File: src/sv/gec_pkg.sv
`timescale 1ns / 1ps
// ----------------------------------------------------------------------------
// gec_pkg: shared types and constants of the gradient edge classifier
// entry layout, direction codes, register indexes and threshold settings
// ----------------------------------------------------------------------------
package gec_pkg;

    localparam int MAG_BITS = 12;
    localparam logic [MAG_BITS-1:0] MAG_MAX = 12'hFFF;

    // tan(22.5 deg) ~ TAN_NUM / 2^TAN_SHIFT
    localparam int TAN_NUM   = 106;
    localparam int TAN_SHIFT = 8;

    localparam int OUT_BITS    = 1 + 10 + 10;
    localparam int OUT_TDATA_W = ((OUT_BITS + 7) / 8) * 8;

    localparam int CFG_DATA_W  = 12;
    localparam int CFG_INDEX_W = 3;

    typedef enum logic [1:0] {
        DIR_H = 2'd0,
        DIR_D = 2'd1,
        DIR_V = 2'd2,
        DIR_A = 2'd3
    } dir_t;

    typedef enum logic [CFG_INDEX_W-1:0] {
        CFG_MODE   = 3'd0,
        CFG_TLOW   = 3'd1,
        CFG_THIGH  = 3'd2,
        CFG_WIDTH  = 3'd3,
        CFG_HEIGHT = 3'd4
    } cfg_index_t;

    localparam logic MODE_HYST = 1'b0;
    localparam logic MODE_NMS  = 1'b1;

    // one line store / window entry, direction in the top bits
    typedef struct packed {
        dir_t                dir;
        logic [MAG_BITS-1:0] mag;
    } entry_t;

    typedef struct packed {
        logic                mode;
        logic [MAG_BITS-1:0] thr_lo;
        logic [MAG_BITS-1:0] thr_hi;
    } thr_cfg_t;

endpackage

File: src/sv/gec_grad_prep.sv
`timescale 1ns / 1ps
// ----------------------------------------------------------------------------
// gec_grad_prep: magnitude and direction of one gradient pixel
// saturated L1 magnitude and 4-way direction code by tan(22.5 deg) compares
// ----------------------------------------------------------------------------
module gec_grad_prep #(
    parameter int GRAD_BITS = 12
) (
    input  logic [GRAD_BITS-1:0] grad_x,
    input  logic [GRAD_BITS-1:0] grad_y,
    output gec_pkg::entry_t      entry
);

    localparam int SW = (GRAD_BITS + 1 > gec_pkg::MAG_BITS + 1) ?
                        GRAD_BITS + 1 : gec_pkg::MAG_BITS + 1;
    localparam int PW = GRAD_BITS + gec_pkg::TAN_SHIFT;

    logic                 neg_x;
    logic                 neg_y;
    logic [GRAD_BITS-1:0] abs_x;
    logic [GRAD_BITS-1:0] abs_y;
    logic [SW-1:0]        sum;
    logic [PW-1:0]        y_scaled;
    logic [PW-1:0]        x_scaled;
    logic [PW-1:0]        x_tan;
    logic [PW-1:0]        y_tan;

    always_comb
    begin
        neg_x = grad_x[GRAD_BITS-1];
        neg_y = grad_y[GRAD_BITS-1];
        // most negative value maps onto itself, read as unsigned
        abs_x = neg_x ? GRAD_BITS'(~grad_x + GRAD_BITS'(1)) : grad_x;
        abs_y = neg_y ? GRAD_BITS'(~grad_y + GRAD_BITS'(1)) : grad_y;

        sum = SW'(abs_x) + SW'(abs_y);
        if (sum > SW'(gec_pkg::MAG_MAX))
            entry.mag = gec_pkg::MAG_MAX;
        else
            entry.mag = sum[gec_pkg::MAG_BITS-1:0];

        y_scaled = PW'(abs_y) << gec_pkg::TAN_SHIFT;
        x_scaled = PW'(abs_x) << gec_pkg::TAN_SHIFT;
        x_tan    = PW'(abs_x) * PW'(gec_pkg::TAN_NUM);
        y_tan    = PW'(abs_y) * PW'(gec_pkg::TAN_NUM);

        priority if (y_scaled <= x_tan)
            entry.dir = gec_pkg::DIR_H;
        else if (x_scaled <= y_tan)
            entry.dir = gec_pkg::DIR_V;
        else if (neg_x == neg_y)
            entry.dir = gec_pkg::DIR_D;
        else
            entry.dir = gec_pkg::DIR_A;
    end

endmodule

File: config.mk
export PLATFORM = sky130hd
export DESIGN_NAME = gec_grad_prep
export DESIGN_NICKNAME = d
export VERILOG_FILES = /design/src/sv/gec_pkg.sv /design/src/sv/gec_grad_prep.sv
export SDC_FILE = /design/constraint.sdc
export NUM_CORES = 1
export LEC_CHECK = 0
export ABC_AREA = 1
export ABC_CLOCK_PERIOD_IN_PS = 15380
export BUFFER_PORTS_ARGS = -buffer_cell sky130_fd_sc_hd__buf_2
export CAP_MARGIN = 25
export CORE_UTILIZATION = 65
export DETAILED_ROUTE_END_ITERATION = 10
export PLACE_DENSITY_LB_ADDON = 0.08
export SYNTH_ARGS = -nofsm -noshare
export SYNTH_HDL_FRONTEND = slang
export SYNTH_SLANG_ARGS = --single-unit
File: constraint.sdc
create_clock -name vclk -period 15.38
set_input_delay 2.307 -clock vclk [all_inputs]
set_output_delay 2.307 -clock vclk [all_outputs]
set_load 0.05 [all_outputs]
==> reports/summary.md <==
The sequential fraction of design power is 0, and the post-synthesis cell area is 0.004875 mm2. The average wire length per cell after detail routing was 13.71 um; the data arrival time at the worst-slack endpoint was 8270 ps. Input and output buffers added on the ports amount to 38. The tools report the switching power total as 502.8 uW. The net count of the finished layout came out at 947. Dividing the synthesized area by the synthesized cell count gives 6.614 um2.

The number of antenna diodes in the final layout is 0. Summing over every cut layer, the via total after detailed routing is 4741. The critical path in this run is classified as input pin to primary output.

The run gives 0 as the sequential cell count of the final layout. In this run the remaining antenna-violating nets after routing total 0. Dividing the detail-routed via count by the number of cells gives 5.437. After detailed routing, the number of remaining DRC violations is 0. The most numerous cell type found on the critical path is nor2_1.

The tools report the initial cell density of the core as 0.6721. For the cts-stage hold buffer count, the log shows 0. Setup violations remaining at the end of the flow were counted as 0. The floorplan step defined a die boundary enclosing 0.007850 mm2. The count of final max-slew check failures was 0. Row generation in the floorplan step produced 31 rows. Cell internal power was estimated by the tool at 297.5 uW. For the I/O pin count, the log shows 38. The peak fanout along the critical path is 7, and the sum of overflow across all layers after global routing is 0. The first-pass GRT wire length is 19.32 mm. The first routing iteration left 291 violations. The tools report the hold violation total from the final report as 0. From bottom edge to top edge, the die measures 88.60 um. VDD sags by at most 0.06493 mV. The min-delay analysis places its worst path in the category input pin to primary output. Among all stages on the critical path, the largest delay is contributed by xor2_1.

The share of the cycle needed by the critical path after routing was 0.6876. The proportion of total power due to net switching works out to 0.6283. The sum of buffers and inverters on the critical path was 6; the worst relative slew slack was 0.3574.

Routability-driven placement finished with a final weighted congestion of 0.9715. The share of layout cells above drive strength 1 came out at 0.1074. The number of distinct library cells after synthesis is 35. Setup repair after global routing left no endpoint under its margin. After clock tree synthesis, the repair step resized 0 gates. The synthesized design spends more area on one cell type than any other, namely ha_1.

The run gives 0 as the number of antenna violations at the first check in global routing. The run gives 909 as the total nets after synthesis. The worst setup path is captured at a primary output.

The worst path in the final design needs a cycle of 10580 ps, including I/O delays and setup. The longest individual stage delay on the worst path is 650 ps, and the number of fill cells is 640. The run gives 94.55 MHz as the highest attainable clock frequency. The first TritonRoute pass finished after 5 iterations. In the final layout, the multi-input gates occupy 0.004202 mm2. The sequential fraction of the synthesis area is 0. The flow ran to the end, and the final reports show no timing, DRC or antenna violations.

The slew of the pin with the lowest slew margin was 957.0 ps; the final cell utilization of the core was 0.7131. For the static leakage, the log shows 0.003184 uW. The worst setup path is launched from an input pin.

The clock share of power was 0; the post-DP HPWL was 10.43 mm. The run gives 0 ps as the final sum of negative setup slack. Part of the power in combinational logic: 1.000. Leaving out fill and tap cells, the most frequent cell in the layout is nand2_1. Ranked by total cell area, the synthesized netlist is headed by ha_1 29%, fa_1 14%, nand2_1 12%, inv_1 12%, xor2_1 5.7%.

The top cell types in the final layout, fill and taps aside, are 161 x nand2_1, 151 x inv_1, 113 x ha_1. The cell family contributing the most delay on the critical path is adder cells. The synthesis warning total was 0; the area taken by flip-flops and latches was 0 um2.

For the via count of the first global-routing pass, the log shows 4485. The die is 88.60 um wide. The run gives 13070 ps as the required time of the worst setup path. The logs give 0 for the clock buffer count in the final layout and 0.007253 mm2 for the core footprint.

After technology mapping, the gate count stands at 737. The post-detailed-routing wire length was 11.96 mm. The signed area change from the synthesized netlist to the final layout works out to 6.109%. Entering global routing, the biggest net connects 14 pins. Max-cap violations in this run came to 0. The aggregate global-route resource usage was 0.3139; the power per standard cell area was 154.7 mW/mm2. The area share of the largest cell type after synthesis was 0.2900; the post-CTS setup repair buffer count was 0.
-- power groups by stage --
stage	clock network [uW]	registers (uW)	logic, uW
after detailed placement	0	0	786
after floorplan	0	0	628
after global placement	0	0	758
final	0	0	800
after global routing	0	0	911
after CTS	0	0	791
-- final timing paths --
path	start	end	cells past startpoint
worst max-delay path	grad_x[0]	entry[12]	33
worst min-delay path	grad_y[0]	entry[0]	5
-- logic make-up after synthesis --
logic type               Yosys count  synth area share
adder cells (fa/ha/maj)          148            0.4338
XOR/XNOR                          42           0.08085
AND/OR/NAND/NOR                  304            0.2708
AO/OA/AOI/OAI                     67           0.07649
buffers and inverters            176            0.1381
-- final cells by class --
class                      count  share of cell area
tap                           99             0.02395
timing repair buffer          39             0.03822
inverter                     173              0.1255
multi-input combinational    561              0.8123
-- metal layers --
metal / vias to the layer above / part of all wire / routed length (um) / track usage
li1: 2401 / - / - / -
met1: 2169 / 0.41 / 4958 / 0.3731
met2: 142 / 0.51 / 6095 / 0.6014
met3: 29 / 0.049 / 588 / 0.02146
met4: 0 / 0.026 / 315 / 0.08944
met5: - / 0 / 0 / 0
-- synthesized netlist by cell type, types with 3 or more instances --
cell type and instances:
nor2_2 4, o21bai_1 3, fa_1 35, nand2_1 161, a21o_1 3, nand3_1 44, nand4_1 12, inv_2 22
inv_1 151, a21oi_1 31, xnor2_1 8, nand2_2 10, nor3_1 10, o21ai_1 9, nand3_2 3, nor2_1 54
o21ai_0 13, ha_1 113, xor2_1 32
-- metrics by stage --
step	instances	total power, uW	cell area, um2	setup slack, ps	hold slack (ps)
after floorplan	737	627.6	4875	5663	5074
after global placement	872	758.3	5172	4839	5252
after detailed placement	872	785.8	5172	4789	5267
after CTS	872	791.4	5172	4776	5269
after global routing	872	910.9	5172	4312	5308
final	872	800.3	5172	4804	5263
Note: power is estimated with default switching activity, not from simulation.
