<file path="src/sv/gec_pkg.sv">
`timescale 1ns / 1ps
// ----------------------------------------------------------------------------
// gec_pkg: shared types and constants of the gradient edge classifier
// entry layout, direction codes, register indexes and threshold settings
// ----------------------------------------------------------------------------
package gec_pkg;

    localparam int MAG_BITS = 12;
    localparam logic [MAG_BITS-1:0] MAG_MAX = 12'hFFF;

    // tan(22.5 deg) ~ TAN_NUM / 2^TAN_SHIFT
    localparam int TAN_NUM   = 106;
    localparam int TAN_SHIFT = 8;

    localparam int OUT_BITS    = 1 + 10 + 10;
    localparam int OUT_TDATA_W = ((OUT_BITS + 7) / 8) * 8;

    localparam int CFG_DATA_W  = 12;
    localparam int CFG_INDEX_W = 3;

    typedef enum logic [1:0] {
        DIR_H = 2'd0,
        DIR_D = 2'd1,
        DIR_V = 2'd2,
        DIR_A = 2'd3
    } dir_t;

    typedef enum logic [CFG_INDEX_W-1:0] {
        CFG_MODE   = 3'd0,
        CFG_TLOW   = 3'd1,
        CFG_THIGH  = 3'd2,
        CFG_WIDTH  = 3'd3,
        CFG_HEIGHT = 3'd4
    } cfg_index_t;

    localparam logic MODE_HYST = 1'b0;
    localparam logic MODE_NMS  = 1'b1;

    // one line store / window entry, direction in the top bits
    typedef struct packed {
        dir_t                dir;
        logic [MAG_BITS-1:0] mag;
    } entry_t;

    typedef struct packed {
        logic                mode;
        logic [MAG_BITS-1:0] thr_lo;
        logic [MAG_BITS-1:0] thr_hi;
    } thr_cfg_t;

endpackage

</file>
<file path="src/sv/gec_decide.sv">
`timescale 1ns / 1ps
// ----------------------------------------------------------------------------
// gec_decide: edge decision on a 3x3 window of entries
// hysteresis test or non-maximum suppression along the center direction
// ----------------------------------------------------------------------------
module gec_decide (
    input  gec_pkg::entry_t [8:0] win,
    input  gec_pkg::thr_cfg_t     cfg,
    output logic                  edge_bit
);

    logic [gec_pkg::MAG_BITS-1:0] center;
    logic [gec_pkg::MAG_BITS-1:0] side_a;
    logic [gec_pkg::MAG_BITS-1:0] side_b;
    logic                         strong_nbr;
    logic                         hyst_edge;
    logic                         nms_edge;

    always_comb
    begin
        center = win[4].mag;

        strong_nbr = 1'b0;
        for (int i = 0; i < 9; i++)
        begin
            if (i != 4 && win[i].mag >= cfg.thr_hi)
                strong_nbr = 1'b1;
        end

        priority if (center >= cfg.thr_hi)
            hyst_edge = 1'b1;
        else if (center < cfg.thr_lo)
            hyst_edge = 1'b0;
        else
            hyst_edge = strong_nbr;

        // window index = 3*row + col, row 2 is the newest line
        unique case (win[4].dir)
            gec_pkg::DIR_H:
            begin
                side_a = win[3].mag;
                side_b = win[5].mag;
            end
            gec_pkg::DIR_D:
            begin
                side_a = win[8].mag;
                side_b = win[0].mag;
            end
            gec_pkg::DIR_V:
            begin
                side_a = win[7].mag;
                side_b = win[1].mag;
            end
            gec_pkg::DIR_A:
            begin
                side_a = win[6].mag;
                side_b = win[2].mag;
            end
            default:
            begin
                side_a = win[6].mag;
                side_b = win[2].mag;
            end
        endcase

        nms_edge = (side_a < center) && (side_b < center);
        edge_bit = (cfg.mode == gec_pkg::MODE_NMS) ? nms_edge : hyst_edge;
    end

endmodule
</file>
<file path="config.mk">
export PLATFORM = sky130hd
export DESIGN_NAME = gec_decide
export DESIGN_NICKNAME = d
export VERILOG_FILES = /design/src/sv/gec_pkg.sv /design/src/sv/gec_decide.sv
export SDC_FILE = /design/constraint.sdc
export NUM_CORES = 1
export LEC_CHECK = 0
export ABC_CLOCK_PERIOD_IN_PS = 8500
export BUFFER_PORTS_ARGS = -buffer_cell sky130_fd_sc_hd__buf_2
export CORE_ASPECT_RATIO = 1.4
export CORE_MARGIN = 2
export CORE_UTILIZATION = 42
export DETAILED_ROUTE_END_ITERATION = 7
export GPL_ROUTABILITY_DRIVEN = 0
export PLACE_DENSITY = 0.72
export SYNTH_ARGS = -nofsm -noshare
export SYNTH_HDL_FRONTEND = slang
export SYNTH_SLANG_ARGS = --single-unit
</file>
<file path="constraint.sdc">
create_clock -name vclk -period 8.5
set_input_delay 0.85 -clock vclk [all_inputs]
set_output_delay 0.85 -clock vclk [all_outputs]
set_load 0.01 [all_outputs]
</file>
==> insert_results.sql <==
INSERT INTO impl_metrics (metric_group, metric, value, unit) VALUES
('run_status', 'run_status', 'finished clean', ''),
('global_route', 'globalRouteTotalUtil', '0.235', ''),
('final_layout', 'clockBufferCount', '0', ''),
('cts', 'cts-resized-gates', '0', ''),
('sta', 'setup-violations-final', '0', ''),
('place', 'dp.final_hpwl', '9890', 'um'),
('min_path', 'hold_path.class', 'in2out', ''),
('min_path', 'holdCritStartpoint', 'cfg[24]', ''),
('synthesis', 'yosysWarningCount', '0', ''),
('worst_setup_path', 'path_cells', 'buf_2 -> mux4_2 -> ha_1 -> a21o_1 -> a21o_1 -> a21oi_1 -> nor3b_1 -> a211oi_1 -> o32ai_1 -> buf_2', ''),
('drt', 'drtIter0Drc', '118', ''),
('power', 'p_int', '106', 'uW'),
('floorplanning', 'top_level_ports', '152', ''),
('job', 'cap_viol_max_count', '0', ''),
('drt', 'routed-via-count', '3740', ''),
('synthesis', 'yosys.area.top_type', 'ha_1', ''),
('floorplanning', 'die_width', '82.2', 'um'),
('power', 'peakVddDrop', '40.2', 'uV'),
('min_path', 'hold_end', 'edge_bit', ''),
('sta', 'max_clock_freq', '218', 'MHz'),
('sta', 'period_share', '0.540', ''),
('power', 'comb_power_share', '1.000', ''),
('sta', 'timing_max_transition_violations_final', '0', ''),
('global_route', 'number_of_global_route_vias_before_repair', '3882', ''),
('final_layout', 'fin_nets', '824', ''),
('sta', 'unrepaired_setup_endpoints_after_global_routing', 'false', ''),
('synthesis', 'synth_top_area_frac', '0.490', ''),
('drt', 'detail_route.vias_per_cell', '5.89', ''),
('sta', 'timing_hold_violations_final', '0', ''),
('synthesis', 'post_synth_most_frequent_cells', 'ha_1 (141), inv_1 (42), a21oi_1 (30), mux4_2 (24), nor2_1 (18)', ''),
('drt', 'post-route-drc-count', '0', ''),
('power', 'seqPwrFrac', '0', ''),
('final_layout', 'finalNonFillerCells', '635', ''),
('drt', 'detailedRoute.firstPassIterationCount', '4', ''),
('place', 'numPlacedInstances', '635', ''),
('sta', 'slew_headroom', '0.446', ''),
('synthesis', 'synthCells', '400', ''),
('worst_setup_path', 'timing.critical_path.required', '7650', 'ps'),
('floorplanning', 'die_area', '9330', 'um2'),
('floorplanning', 'die_height', '114', 'um'),
('drt', 'postRouteWirelength', '10900', 'um'),
('floorplanning', 'placeableCoreArea', '8460', 'um2'),
('power', 'power.density', '50.3', 'nW/um2'),
('synthesis', 'avgSynthCellArea', '9.00', 'um2'),
('synthesis', 'synthTopCellsByArea', 'ha_1 (49%), mux4_2 (15%), inv_1 (4.4%), a21oi_1 (4.2%), a21o_1 (3.1%)', ''),
('worst_setup_path', 'worstPathArrival', '3740', 'ps'),
('floorplanning', 'std_cell_rows', '40', ''),
('power', 'clock_power_share', '0', ''),
('worst_setup_path', 'crit_path_start_kind', 'input pin', ''),
('global_route', 'global_route.overflow_total', '0', ''),
('power', 'power_switching_share', '0.517', ''),
('final_layout', 'ratio_of_cells_with_drive_above_1_in_the_final_layout', '0.315', ''),
('final_layout', 'seq_cells', '0', ''),
('drt', 'wire_per_inst', '17.2', 'um'),
('sta', 'worst_slew_pin_slew', '831', 'ps'),
('final_layout', 'area.sequential', '0', 'um2'),
('sta', 'total_negative_setup_slack', '0', 'ps'),
('synthesis', 'post_synth_instance_area', '3600', 'um2'),
('sta', 'finalCriticalPeriod', '4590', 'ps'),
('power', 'switching_power', '114', 'uW'),
('worst_setup_path', 'crit_slowest_cell', 'buf_2', ''),
('worst_setup_path', 'timing.setup.critical_path_class', 'in2out', ''),
('cts', 'cts_setup_buffers', '0', ''),
('global_route', 'first_pass_grt_wire_length', '17400', 'um'),
('worst_setup_path', 'longest_individual_stage_delay_on_the_worst_path', '630', 'ps'),
('final_layout', 'num_antenna_cells', '0', ''),
('worst_setup_path', 'crit_path_end_kind', 'output pin', ''),
('place', 'number_of_port_buffers', '136', ''),
('synthesis', 'synth.lib_cells_used.distinct', '40', ''),
('cts', 'cts.hold.buffers_added', '0', ''),
('synthesis', 'synthMostInstantiatedCell', 'ha_1', ''),
('worst_setup_path', 'critPathMaxFanout', '24', ''),
('drt', 'antenna_violating_nets_remaining', '0', ''),
('global_route', 'grt_antenna_before_repair', '0', ''),
('synthesis', 'synthesis.nets', '692', ''),
('power', 'leakage', '2.37', 'nW'),
('global_route', 'grt_max_degree', '25', ''),
('floorplanning', 'initial_utilization', '0.425', ''),
('final_layout', 'layout-area-overhead-vs-synth', '21.8', '%'),
('min_path', 'holdPathStages', '4', ''),
('synthesis', 'synth_sequential_area_ratio', '0', '');
==> placed cells by master, fill, tap and decap left out, types with 2 or more instances in the layout <==
cell	Yosys	routed
o211ai_1	5	5
a21o_1	15	15
o21ai_0	17	17
nand4_1	17	17
nor3b_1	5	5
a21o_2	2	2
o21a_1	4	4
o32ai_1	2	2
nand2_1	17	17
a22oi_1	3	3
inv_1	42	42
nor4_1	7	7
o2111ai_1	2	2
nor2_1	18	18
or3_2	2	2
o22ai_1	5	5
ha_1	141	141
buf_2	3	136
nand3_1	6	6
nand2b_1	5	5
mux4_2	24	24
a21oi_1	30	30
a211oi_1	10	10
==> power groups by stage <==
stage          combinational, mW  sequential (mW)  clock, mW
3_3_place_gp               0.209                0          0
4_1_cts                    0.220                0          0
5_1_grt                    0.252                0          0
3_5_place_dp               0.218                0          0
2_1_floorplan              0.136                0          0
6_report                   0.220                0          0
==> cell type report <==
type | instances | area (um2)
Fill cell | 827 | 4070
Tap cell | 105 | 131
Timing Repair Buffer | 136 | 681
Inverter | 42 | 158
Multi-Input combinational cell | 352 | 3410
==> metal layers <==
metal	wire length, um	vias to the layer above	part of all wire	GRT usage
met5	0	-	0	0
met4	439	0	0.040	0.0867
met3	594	33	0.054	0.0269
met2	5800	131	0.53	0.452
met1	4090	1728	0.37	0.251
li1	-	1848	-	-
==> worst max path at each step <==
| stage | slack [ps] | from | endpoint |
|---|---|---|---|
| 3_5_place_dp | 3860 | win[69] | edge_bit |
| 2_1_floorplan | 4360 | win[69] | edge_bit |
| 4_1_cts | 3850 | win[69] | edge_bit |
| 6_report | 3910 | win[69] | edge_bit |
| 5_1_grt | 3620 | win[69] | edge_bit |
| 3_3_place_gp | 3930 | win[69] | edge_bit |
==> cell families (layout without fill, tap and decap cells) <==
family,Yosys count,in the layout,share of synthesized area
multiplexers,24,24,0.150
AO/OA/AOI/OAI,103,103,0.184
buffers and inverters,48,178,0.0511
adder cells (fa/ha/maj),141,141,0.490
AND/OR/NAND/NOR,84,84,0.124
==> through the flow <==
step	cell area [um2]	setup WS, ps	power (mW)	util	hold slack [ps]
after floorplan	3600	4360	0.136	-	1860
after detailed placement	4380	3860	0.218	0.518	2120
after CTS	4380	3850	0.220	0.518	2130
after global placement	4380	3930	0.209	0.518	2110
after global routing	4380	3620	0.252	0.518	2160
final	4380	3910	0.220	0.518	2130
==> worst max-delay path, delay by kind of cell <==
| kind | cells | cell delay [ps] |
|---|---|---|
| mux | 1 | 600 |
| fa+ha+maj | 1 | 310 |
| compound gates | 5 | 930 |
| buf+inv | 2 | 830 |
| simple gates | 1 | 210 |
Power figures use the tool's default switching activity.
